===== config.mk =====
export PLATFORM = sky130hd
export DESIGN_NAME = tdtq_front
export DESIGN_NICKNAME = d
export VERILOG_FILES = /design/src/design/tdtq_pkg.sv /design/src/design/tdtq_front.sv
export SDC_FILE = /design/constraint.sdc
export NUM_CORES = 1
export LEC_CHECK = 0
export BUFFER_PORTS_ARGS = -buffer_cell sky130_fd_sc_hd__buf_2
export CELL_PAD_IN_SITES_DETAIL_PLACEMENT = 1
export CELL_PAD_IN_SITES_GLOBAL_PLACEMENT = 1
export CORE_AREA = 2 2 152 154
export DETAILED_ROUTE_END_ITERATION = 10
export DIE_AREA = 0 0 154 156
export MAX_ROUTING_LAYER = met4
export PLACE_DENSITY = 0.91
export REMOVE_ABC_BUFFERS = 1
export SLEW_MARGIN = 10
export SYNTH_ARGS = -nofsm -noshare
export SYNTH_HDL_FRONTEND = slang
export SYNTH_SLANG_ARGS = --single-unit

===== constraint.sdc =====
create_clock -name clk_i -period 15.1 [get_ports clk_i]
set_clock_uncertainty 0.15 [all_clocks]
set_input_delay 1.51 -clock clk_i [delete_from_list [all_inputs] [get_ports clk_i]]
set_output_delay 1.51 -clock clk_i [all_outputs]
set_load 0.05 [all_outputs]

===== src/design/tdtq_pkg.sv =====
package tdtq_pkg;

  localparam logic [1:0] FUNC_START = 2'd0;
  localparam logic [1:0] FUNC_IRQ   = 2'd1;
  localparam logic [1:0] FUNC_SLEEP = 2'd2;

  localparam logic [1:0] KIND_WAKE   = 2'd0;
  localparam logic [1:0] KIND_PROG   = 2'd1;
  localparam logic [1:0] KIND_ACCEPT = 2'd2;
  localparam logic [1:0] KIND_FULL   = 2'd3;

  localparam logic [1:0] CFG_INTERVAL = 2'd0;
  localparam logic [1:0] CFG_MULT     = 2'd1;
  localparam logic [1:0] CFG_SHIFT    = 2'd2;

  localparam logic [29:0] INTERVAL_RST = 30'd10000000;
  localparam logic [63:0] MULT_RST     = 64'h0000_0001_0000_0000;
  localparam logic [5:0]  SHIFT_RST    = 6'd32;
  localparam logic [31:0] COUNT_MAX    = 32'hFFFF_FFFF;

  typedef enum logic [1:0] {
    OP_START = 2'd0,
    OP_IRQ   = 2'd1,
    OP_SLEEP = 2'd2
  } op_e;

  typedef enum logic [3:0] {
    S_IDLE,
    S_START,
    S_ZERO,
    S_POP,
    S_TICK,
    S_RESYNC,
    S_EVENT,
    S_DELTA,
    S_GO,
    S_WAIT,
    S_INS
  } state_e;

  typedef struct packed {
    op_e         op;
    logic [63:0] now;
    logic [7:0]  task_id;
    logic [63:0] deadline;
  } item_t;

  typedef struct packed {
    logic [29:0] interval;
    logic [63:0] mult;
    logic [5:0]  shift;
  } cfg_t;

  typedef struct packed {
    logic [1:0]  kind;
    logic [7:0]  woken;
    logic [31:0] count;
    logic        expired;
    logic        last;
  } res_t;

endpackage


===== src/design/tdtq_front.sv =====
module tdtq_front
  import tdtq_pkg::*;
(
  input  logic  clk_i,
  input  logic  rst_ni,
  input  logic  in_valid_i,
  output logic  in_ready_o,
  input  logic  [1:0] func_i,
  input  logic  [63:0] now_i,
  input  logic  [7:0] task_i,
  input  logic  [63:0] deadline_i,
  output logic  item_valid_o,
  output item_t item_o,
  input  logic  item_take_i
);

  item_t      mem_q [2];
  logic       wr_q, rd_q;
  logic [1:0] cnt_q;
  logic       keep, push;
  item_t      cls;

  always_comb begin
    keep   = 1'b1;
    cls.op = OP_START;
    unique case (func_i)
      FUNC_START: cls.op = OP_START;
      FUNC_IRQ:   cls.op = OP_IRQ;
      FUNC_SLEEP: cls.op = OP_SLEEP;
      default:    keep = 1'b0;
    endcase
    cls.now      = now_i;
    cls.task_id  = task_i;
    cls.deadline = deadline_i;
  end

  assign in_ready_o   = cnt_q != 2'd2;
  assign push         = in_valid_i && in_ready_o && keep;
  assign item_valid_o = cnt_q != 2'd0;
  assign item_o       = mem_q[rd_q];

  always_ff @(posedge clk_i or negedge rst_ni) begin
    if (!rst_ni) begin
      wr_q  <= 1'b0;
      rd_q  <= 1'b0;
      cnt_q <= 2'd0;
    end else begin
      if (push) wr_q <= ~wr_q;
      if (item_take_i) rd_q <= ~rd_q;
      cnt_q <= cnt_q + {1'b0, push} - {1'b0, item_take_i};
    end
  end

  always_ff @(posedge clk_i) begin
    if (push) mem_q[wr_q] <= cls;
  end

endmodule


==> results of run 1 <==
-- metrics by stage --
step,power (µW),setup WS [ns],instance area [µm²],std cells,hold WS (ns)
floorplan,1978,6.773,10050,435,0.3181
global placement,2179,10.76,11870,1006,0.3443
detailed placement,2209,10.72,11870,1006,0.3828
CTS,2913,10.22,12800,1059,0.4012
global route,2988,10.08,12810,1063,0.4345
finish,2879,10.26,12820,1064,0.3998
-- worst max-delay path, delay by kind of cell (launching register included) --
family | cells | cell delay [ns]
buffers and inverters | 2 | 1.14
flip-flops | 1 | 0.94
multiplexers | 1 | 0.45
-- power by group --
group	switching, µW	leakage [µW]	total, µW	internal [µW]
Clock	276	0.000455	694	418
Combinational	805	0.00172	1100	293
Sequential	66.1	0.00259	1090	1020
Total	1150	0.00477	2880	1730
-- kinds of logic after synthesis --
group,after synthesis
AOI/OAI and AO/OA,1
xor gates and xnor gates,5
adders and majority gates,1
buffers and inverters,17
DFF,280
muxes,138
and+or+nand+nor,8
-- placed cells by master (no fill, tap or decap), types with 2 or more instances in the layout --
| cell | netlist | final |
|---|---|---|
| mux2_2 | 138 | 138 |
| buf_4 | 2 | 5 |
| dfrtp_1 | 4 | 3 |
| inv_1 | 2 | 2 |
| clkinv_2 | 0 | 4 |
| clkbuf_16 | 0 | 29 |
| nor2b_1 | 2 | 2 |
| bufinv_16 | 0 | 4 |
| diode_2 | 0 | 5 |
| xnor2_1 | 4 | 4 |
| clkinv_1 | 0 | 9 |
| buf_2 | 2 | 281 |
| edfxtp_1 | 276 | 276 |
| nor2_4 | 0 | 2 |
| clkbuf_1 | 0 | 6 |
-- sequential cells by signal, indices dropped and copies added, names as in the netlist --
signal,cells
cnt_q,2
mem_q,276
rd_q,1
wr_q,1
-- layout make-up --
cell class	instances	area share, %
antenna	5	0.09763
sequential	280	65.48
clock buffer	35	5.838
tap	285	2.782
timing repair buffer	286	11.27
inverter	2	0.05858
clock inverter	18	1.425
multi-input combinational	153	13.05
-- routing by layer --
| layer | wire length (µm) | global-route usage, % | vias up |
|---|---|---|---|
| li1 | - | - | 2400 |
| met1 | 8143 | 20.50 | 2676 |
| met2 | 12540 | 34.98 | 198 |
| met3 | 1381 | 4.250 | 46 |
| met4 | 637 | 6.142 | 0 |
| met5 | 0 | - | - |
-- final timing paths --
kind                       slack, ns           end  cells after the start
max                            10.26   item_o[123]                      3
min                             0.40      cnt_q[0]                      1
max reg2reg                    11.87  mem_q[1][61]                      5
min reg2reg                     0.40      cnt_q[0]                      1
max in group asynchronous      14.02          rd_q                      1
min in group asynchronous       0.64      cnt_q[0]                      1
==> summary.md, run 1 <==
| Metric | Value |
|---|---|
| Routed Antenna Nets | `0` |
| Vias in the first global route | `5,948` |
| Rows | `55` |
| Largest net degree at the start of global routing | `81` |
| CP Max Fanout | `80` |
| Power per Cell Area | `224.6 nW/µm²` |
| Via count | `5,320` |
| Synth area leader | `edfxtp_1` |
| R2R Path Start | `cnt_q[1]` |
| Syn. warnings | `0` |
| RSZ-0062 raised after global routing | `false` |
| Period Utilization, post-route | `32.04%` |
| Core area | `22,370 µm²` |
| PostCTS Resize Cnt | `0` |
| Residual DRC count | `0` |
| Initial core utilization | `45.62%` |
| Synth Area in Adders | `0.1226%` |
| Via density | `5.000` |
| Total negative slack | `0 ns` |
| Die Y | `156 µm` |
| CP endpoint kind | `output port` |
| LEAKAGE | `0.004765 µW` |
| Min-delay src | `cnt_q[0]` |
| Filler instances | `2,067` |
| Register bit total from synthesis | `280` |
| CTS tree | `built` |
| Worst Path Arrival | `3.18 ns` |
| Ys async rst share | `1.429%` |
| Multiplexer share of the synthesized area | `15.23%` |
| Register area share after synthesis | `82.22%` |
| Syn avg cell area | `22.67 µm²` |
| DRT iter0 DRCs | `284` |
| Main synth FF type | `edfxtp_1` |
| Max Root-Sink Buffers | `3` |
| Main combinational cell family by area after synthesis | `multiplexers` |
| Multi-input gate area | `1673 µm²` |
| I/O pin total | `282` |
| Clock-pin transition on the worst setup and hold timing paths | `0.06 ns` |
| Worst min-delay path class | `reg -> reg` |
| Area added between synthesis and finish | `25.62%` |
| Crit-path slowest cell | `dfrtp_4` |
| Routed length per instance | `21.33 µm` |
| Die area | `24,020 µm²` |
| Cts hold-fix bufs | `0` |
| Antenna violations before repair | `4` |
| Die width | `154 µm` |
| Post-synthesis compound-gate area fraction | `0.06132%` |
| Port Buffer Count | `281` |
| TritonCTS Buffers | `29` |
| Dpl hpwl | `15,440 µm` |
| Slew margin rel. | `26.34%` |
| Core Util, Final | `57.30%` |
| Outcome | `finished, final reports clean` |
| Worst skew pair latency | `0.52 ns` |
| WL final | `22,700 µm` |
| Max-cap viol count | `0` |
| Synth area leaders | `edfxtp_1 81%, mux2_2 15%, buf_6 1.2%` |
| Final Max Tran Viols | `0` |
| First-pass GRT wire length | `33,930 µm` |
| Number of synthesized flops with an enable pin | `276` |
| H-tree levels | `1` |
| Crit path largest cell delay | `0.94 ns` |
| Synth Cell Area | `10,200 µm²` |
| Crit path kind | `reg -> out` |
| Register area | `8392 µm²` |
| Critical path launch point | `rd_q` |
| Clock root cell | `clkbuf_16` |
| Startpoint types | `flop` |
| Share of cells above drive strength 1 | `60.21%` |
| Most common cell in the netlist | `edfxtp_1` |
| Worst Tran Pin Value | `1.105 ns` |
| Grt ovf | `0` |
| Critical path required time | `13.44 ns` |
| Placer Congestion | `0.7474` |
| Tmin final | `4.838 ns` |
| Simple-gate share of the synthesized area | `0.4047%` |
| Post-synthesis cell count | `450` |
| Clk sink count | `280` |
| Achievable Freq | `0.2067 GHz` |
| Setup Fix Bufs, Post-CTS | `0` |
| Synth unique cells | `17` |
| Commonest cells in the synthesized netlist | `276 x edfxtp_1, 138 x mux2_2, 11 x buf_6` |
| Final hold violation count | `0` |
| Max rail drop VDD | `0.1478 mV` |
| NumNets Final | `895` |
| Final setup fails | `0` |
| Post-synth top area share | `81.24%` |
| Cell Chain, Critical Path | `buf_4 > mux2_2 > buf_2` |
| Global-route usage over all layers | `19.05%` |
| XOR/XNOR Fraction of Synth Area | `0.4292%` |
| DRT Pass-1 Iters | `4` |
(Power assumes the default switching activity.)
==> inputs of run 2 (changes only) <==
Settings changed: ABC_AREA set to 1, CORE_AREA 2 2 152 154 to 2 2 163 165, DIE_AREA 0 0 154 156 to 0 0 165 167, PLACE_DENSITY 0.91 to 0.85.
Clock period 15.1 ns to 4 ns, I/O delays scaled along.
==> run 2 against run 1 <==
First-iteration DRC count up 12%. Non-clock buffer count is 138 higher. Clock power grew to 4.0 times the previous value. Final cell count up 19%. Die area increased by 15%. Sequential power increased to 3.6 times the previous value. Worst setup slack lost 9.1 ns. Cell area grew 12%. Largest cell class unchanged. Highest routed layer unchanged.
==> summary.md, run 2 <==
| Metric | Value |
|---|---|
| Outcome | `finished, final reports clean (unchanged)` |
| Register bit total from synthesis | `280 (unchanged)` |
| RSZ-0062 raised after global routing | `false (unchanged)` |
| Startpoint types | `flop (unchanged)` |
| Worst Tran Pin Value | `0.9168 ns (was 1.105 ns)` |
| Tmin final | `2.878 ns` |
| Ys async rst share | `1.429% (unchanged)` |
| Residual DRC count | `0 (unchanged)` |
| Die area | `27,560 µm² (was 24,020 µm²)` |
| Final Max Tran Viols | `0 (unchanged)` |
| Period Utilization, post-route | `71.96%` |
| Clock-pin transition on the worst setup and hold timing paths | `0.07 ns (was 0.06 ns)` |
| Area added between synthesis and finish | `40.66% (was 25.62%)` |
| Syn. warnings | `0 (unchanged)` |
| Placed Instance Area | `12,010 µm² (was 11,870 µm²)` |
| Clock root cell | `clkbuf_16 (unchanged)` |
| Die Y | `167 µm (was 156 µm)` |
| Clk sink count | `280 (unchanged)` |
| Synth Cell Area | `10,220 µm² (was 10,200 µm²)` |
| Critical path required time | `3.45 ns (was 13.44 ns)` |
| Crit path largest cell delay | `0.55 ns (was 0.94 ns)` |
| Total negative slack | `0 ns (unchanged)` |
| Final instance area | `14,380 µm² (was 12,820 µm²)` |
| DRT iter0 DRCs | `318 (was 284)` |
| Routed length per instance | `20.68 µm (was 21.33 µm)` |
| PostCTS Resize Cnt | `0 (unchanged)` |
| Synth area leader | `edfxtp_1 (unchanged)` |
| Main synth FF type | `edfxtp_1 (unchanged)` |
| XOR/XNOR Fraction of Synth Area | `0.08568% (was 0.4292%)` |
| Final setup fails | `0 (unchanged)` |
| Biggest regs | `mem_q (276), cnt_q (2) (unchanged)` |
| Die width | `165 µm (was 154 µm)` |
| Syn avg cell area | `22.08 µm² (was 22.67 µm²)` |
| Synth unique cells | `13 (was 17)` |
| I/O pin total | `282 (unchanged)` |
| Number of synthesized flops with an enable pin | `276 (unchanged)` |
| PnR Total Power | `11,200 µW (was 2879 µW)` |
| Global-route usage over all layers | `19.28% (was 19.05%)` |
| CP Max Fanout | `139 (was 80)` |
| Power per Cell Area | `779.0 nW/µm² (was 224.6 nW/µm²)` |
| Achievable Freq | `0.3474 GHz` |
| Via density | `4.715 (was 5.000)` |
| Vias in the first global route | `6,872 (was 5,948)` |
| Synth Area in Adders | `0.1224% (was 0.1226%)` |
| Largest register FFs | `276 (unchanged)` |
| Worst Path Arrival | `2.33 ns (was 3.18 ns)` |
| Most common cell in the netlist | `edfxtp_1 (unchanged)` |
| TritonCTS Buffers | `30 (was 29)` |
| First-pass GRT wire length | `39,310 µm (was 33,930 µm)` |
| CP endpoint kind | `output port (unchanged)` |
| Final Non-Filler Cells | `1,261 (was 1,064)` |
| Commonest cells in the synthesized netlist | `276 x edfxtp_1, 138 x mux2_2, 11 x buf_6, 11 x nand2_1, 9 x inv_1 (was 276 x edfxtp_1, 138 x mux2_2, 11 x buf_6)` |
| Max Root-Sink Buffers | `3 (unchanged)` |
| Main combinational cell family by area after synthesis | `multiplexers (unchanged)` |
| Max rail drop VDD | `0.5460 mV (was 0.1478 mV)` |
| H-tree levels | `1 (unchanged)` |
| Rows | `59 (was 55)` |
| Crit-path slowest cell | `buf_12 (was dfrtp_4)` |
| Max-cap viol count | `0 (unchanged)` |
| Dpl hpwl | `14,120 µm (was 15,440 µm)` |
| Worst skew pair latency | `0.54 ns (was 0.52 ns)` |
| Synth area leaders | `edfxtp_1 81%, mux2_2 15%, buf_6 1.2% (unchanged)` |
| Cell Chain, Critical Path | `buf_12 > mux2_2 > buf_2 (was buf_4 > mux2_2 > buf_2)` |
| NumNets Final | `1,047 (was 895)` |
| Post-synth top area share | `81.08% (was 81.24%)` |
| Slew margin rel. | `38.88% (was 26.34%)` |
| Placed Instances | `1,069 (was 1,006)` |
| Antenna violations before repair | `1 (was 4)` |
| LEAKAGE | `0.005445 µW (was 0.004765 µW)` |
| Core area | `25,760 µm² (was 22,370 µm²)` |
| Multiplexer share of the synthesized area | `15.20% (was 15.23%)` |
| Placer Congestion | `0.7046 (was 0.7474)` |
| Post-synthesis cell count | `463 (was 450)` |
| Grt ovf | `0 (unchanged)` |
| Port Buffer Count | `281 (unchanged)` |
| Simple-gate share of the synthesized area | `0.7466% (was 0.4047%)` |
| Post-synthesis compound-gate area fraction | `0% (was 0.06132%)` |
| Worst min-delay path class | `in -> async (was reg -> reg)` |
| Share of cells above drive strength 1 | `51.03% (was 60.21%)` |
| Via count | `5,946 (was 5,320)` |
| Register area share after synthesis | `82.06% (was 82.22%)` |
| Most common cell after layout, fill and taps aside | `buf_2 (unchanged)` |
| Crit path kind | `reg -> out (unchanged)` |
| Routed Antenna Nets | `0 (unchanged)` |
| Leading cell types in the layout, fill and taps excluded | `281 x buf_2, 276 x edfxtp_1, 138 x mux2_2, 138 x dlygate4sd3_1, 31 x clkbuf_16 (was 281 x buf_2, 276 x edfxtp_1, 138 x mux2_2, 29 x clkbuf_16, 9 x clkinv_1)` |
| WL final | `26,080 µm (was 22,700 µm)` |
| Core Util, Final | `55.81% (was 57.30%)` |
| Top reg by flops | `mem_q (unchanged)` |
| DRT Pass-1 Iters | `4 (unchanged)` |
| CTS tree | `built (unchanged)` |
| Largest net degree at the start of global routing | `140 (was 81)` |
| Final hold violation count | `0 (unchanged)` |
| Initial core utilization | `39.68% (was 45.62%)` |
run 2: per-stage QoR:
stage	hold WS (ns)	worst slack (ns)
6_report	0.03922	1.122
5_1_grt	0.03015	1.039
4_1_cts	0.003991	1.139
3_5_place_dp	0.06242	1.525
3_3_place_gp	0.06232	1.546
2_1_floorplan	-0.04559	-3.611
run 2: repair_timing:
item | CTS | global route
hold endpoints to repair | 278 | 0
setup buffers | 0 | 0
hold buffers | 138 | 0
run 2: cell families (layout without fill, tap and decap cells):
logic type	after synthesis	after routing
xor gates and xnor gates	1	1
muxes	138	138
and+or+nand+nor	19	19
buffers and inverters	24	486
adders and majority gates	1	1
other	0	1
DFF	280	280
run 2: final timing paths:
kind	from	endpoint	slack, ns	depth (start not counted)
worst min register to register	cnt_q[0]	cnt_q[0]	0.38	1
min in group clk_i	func_i[0]	mem_q[0][137]	0.05	2
max in group asynchronous	rst_ni	rd_q	3.52	2
worst max register to register	cnt_q[1]	mem_q[0][99]	1.60	4
worst min-delay path	rst_ni	wr_q	0.04	2
worst max-delay path	rd_q	item_o[55]	1.12	3
run 2: cell type report:
type                       instances  area, µm²
fill                            2407      11380
sequential                       280       8392
timing repair buffer             424       2875
multi-input combinational        159       1667
clock buffer                      35      790.8
tap                              335      419.2
clock inverter                    18      198.9
inverter                           9      33.78
antenna                            1      2.502
run 2: where the power goes:
group / leakage [µW] / switching [µW] / internal, µW
registers: 0.00259 / 129 / 3830
logic: 0.00237 / 3220 / 1210
clock network: 0.000486 / 1150 / 1670
total: 0.00544 / 4490 / 6710
run 2: per-layer routing:
layer | routed length, µm | track usage [%] | vias up
li1 | - | - | 2707
met1 | 9492 | 20.48 | 2968
met2 | 14570 | 36.32 | 223
met3 | 1408 | 3.437 | 48
met4 | 609 | 5.066 | 0
met5 | 0 | - | -
run 2: worst max-delay path: cells and delay by family (launching register included):
family	cells	cell delay, ns
buffers and inverters	2	0.77
muxes	1	0.45
DFF	1	0.41
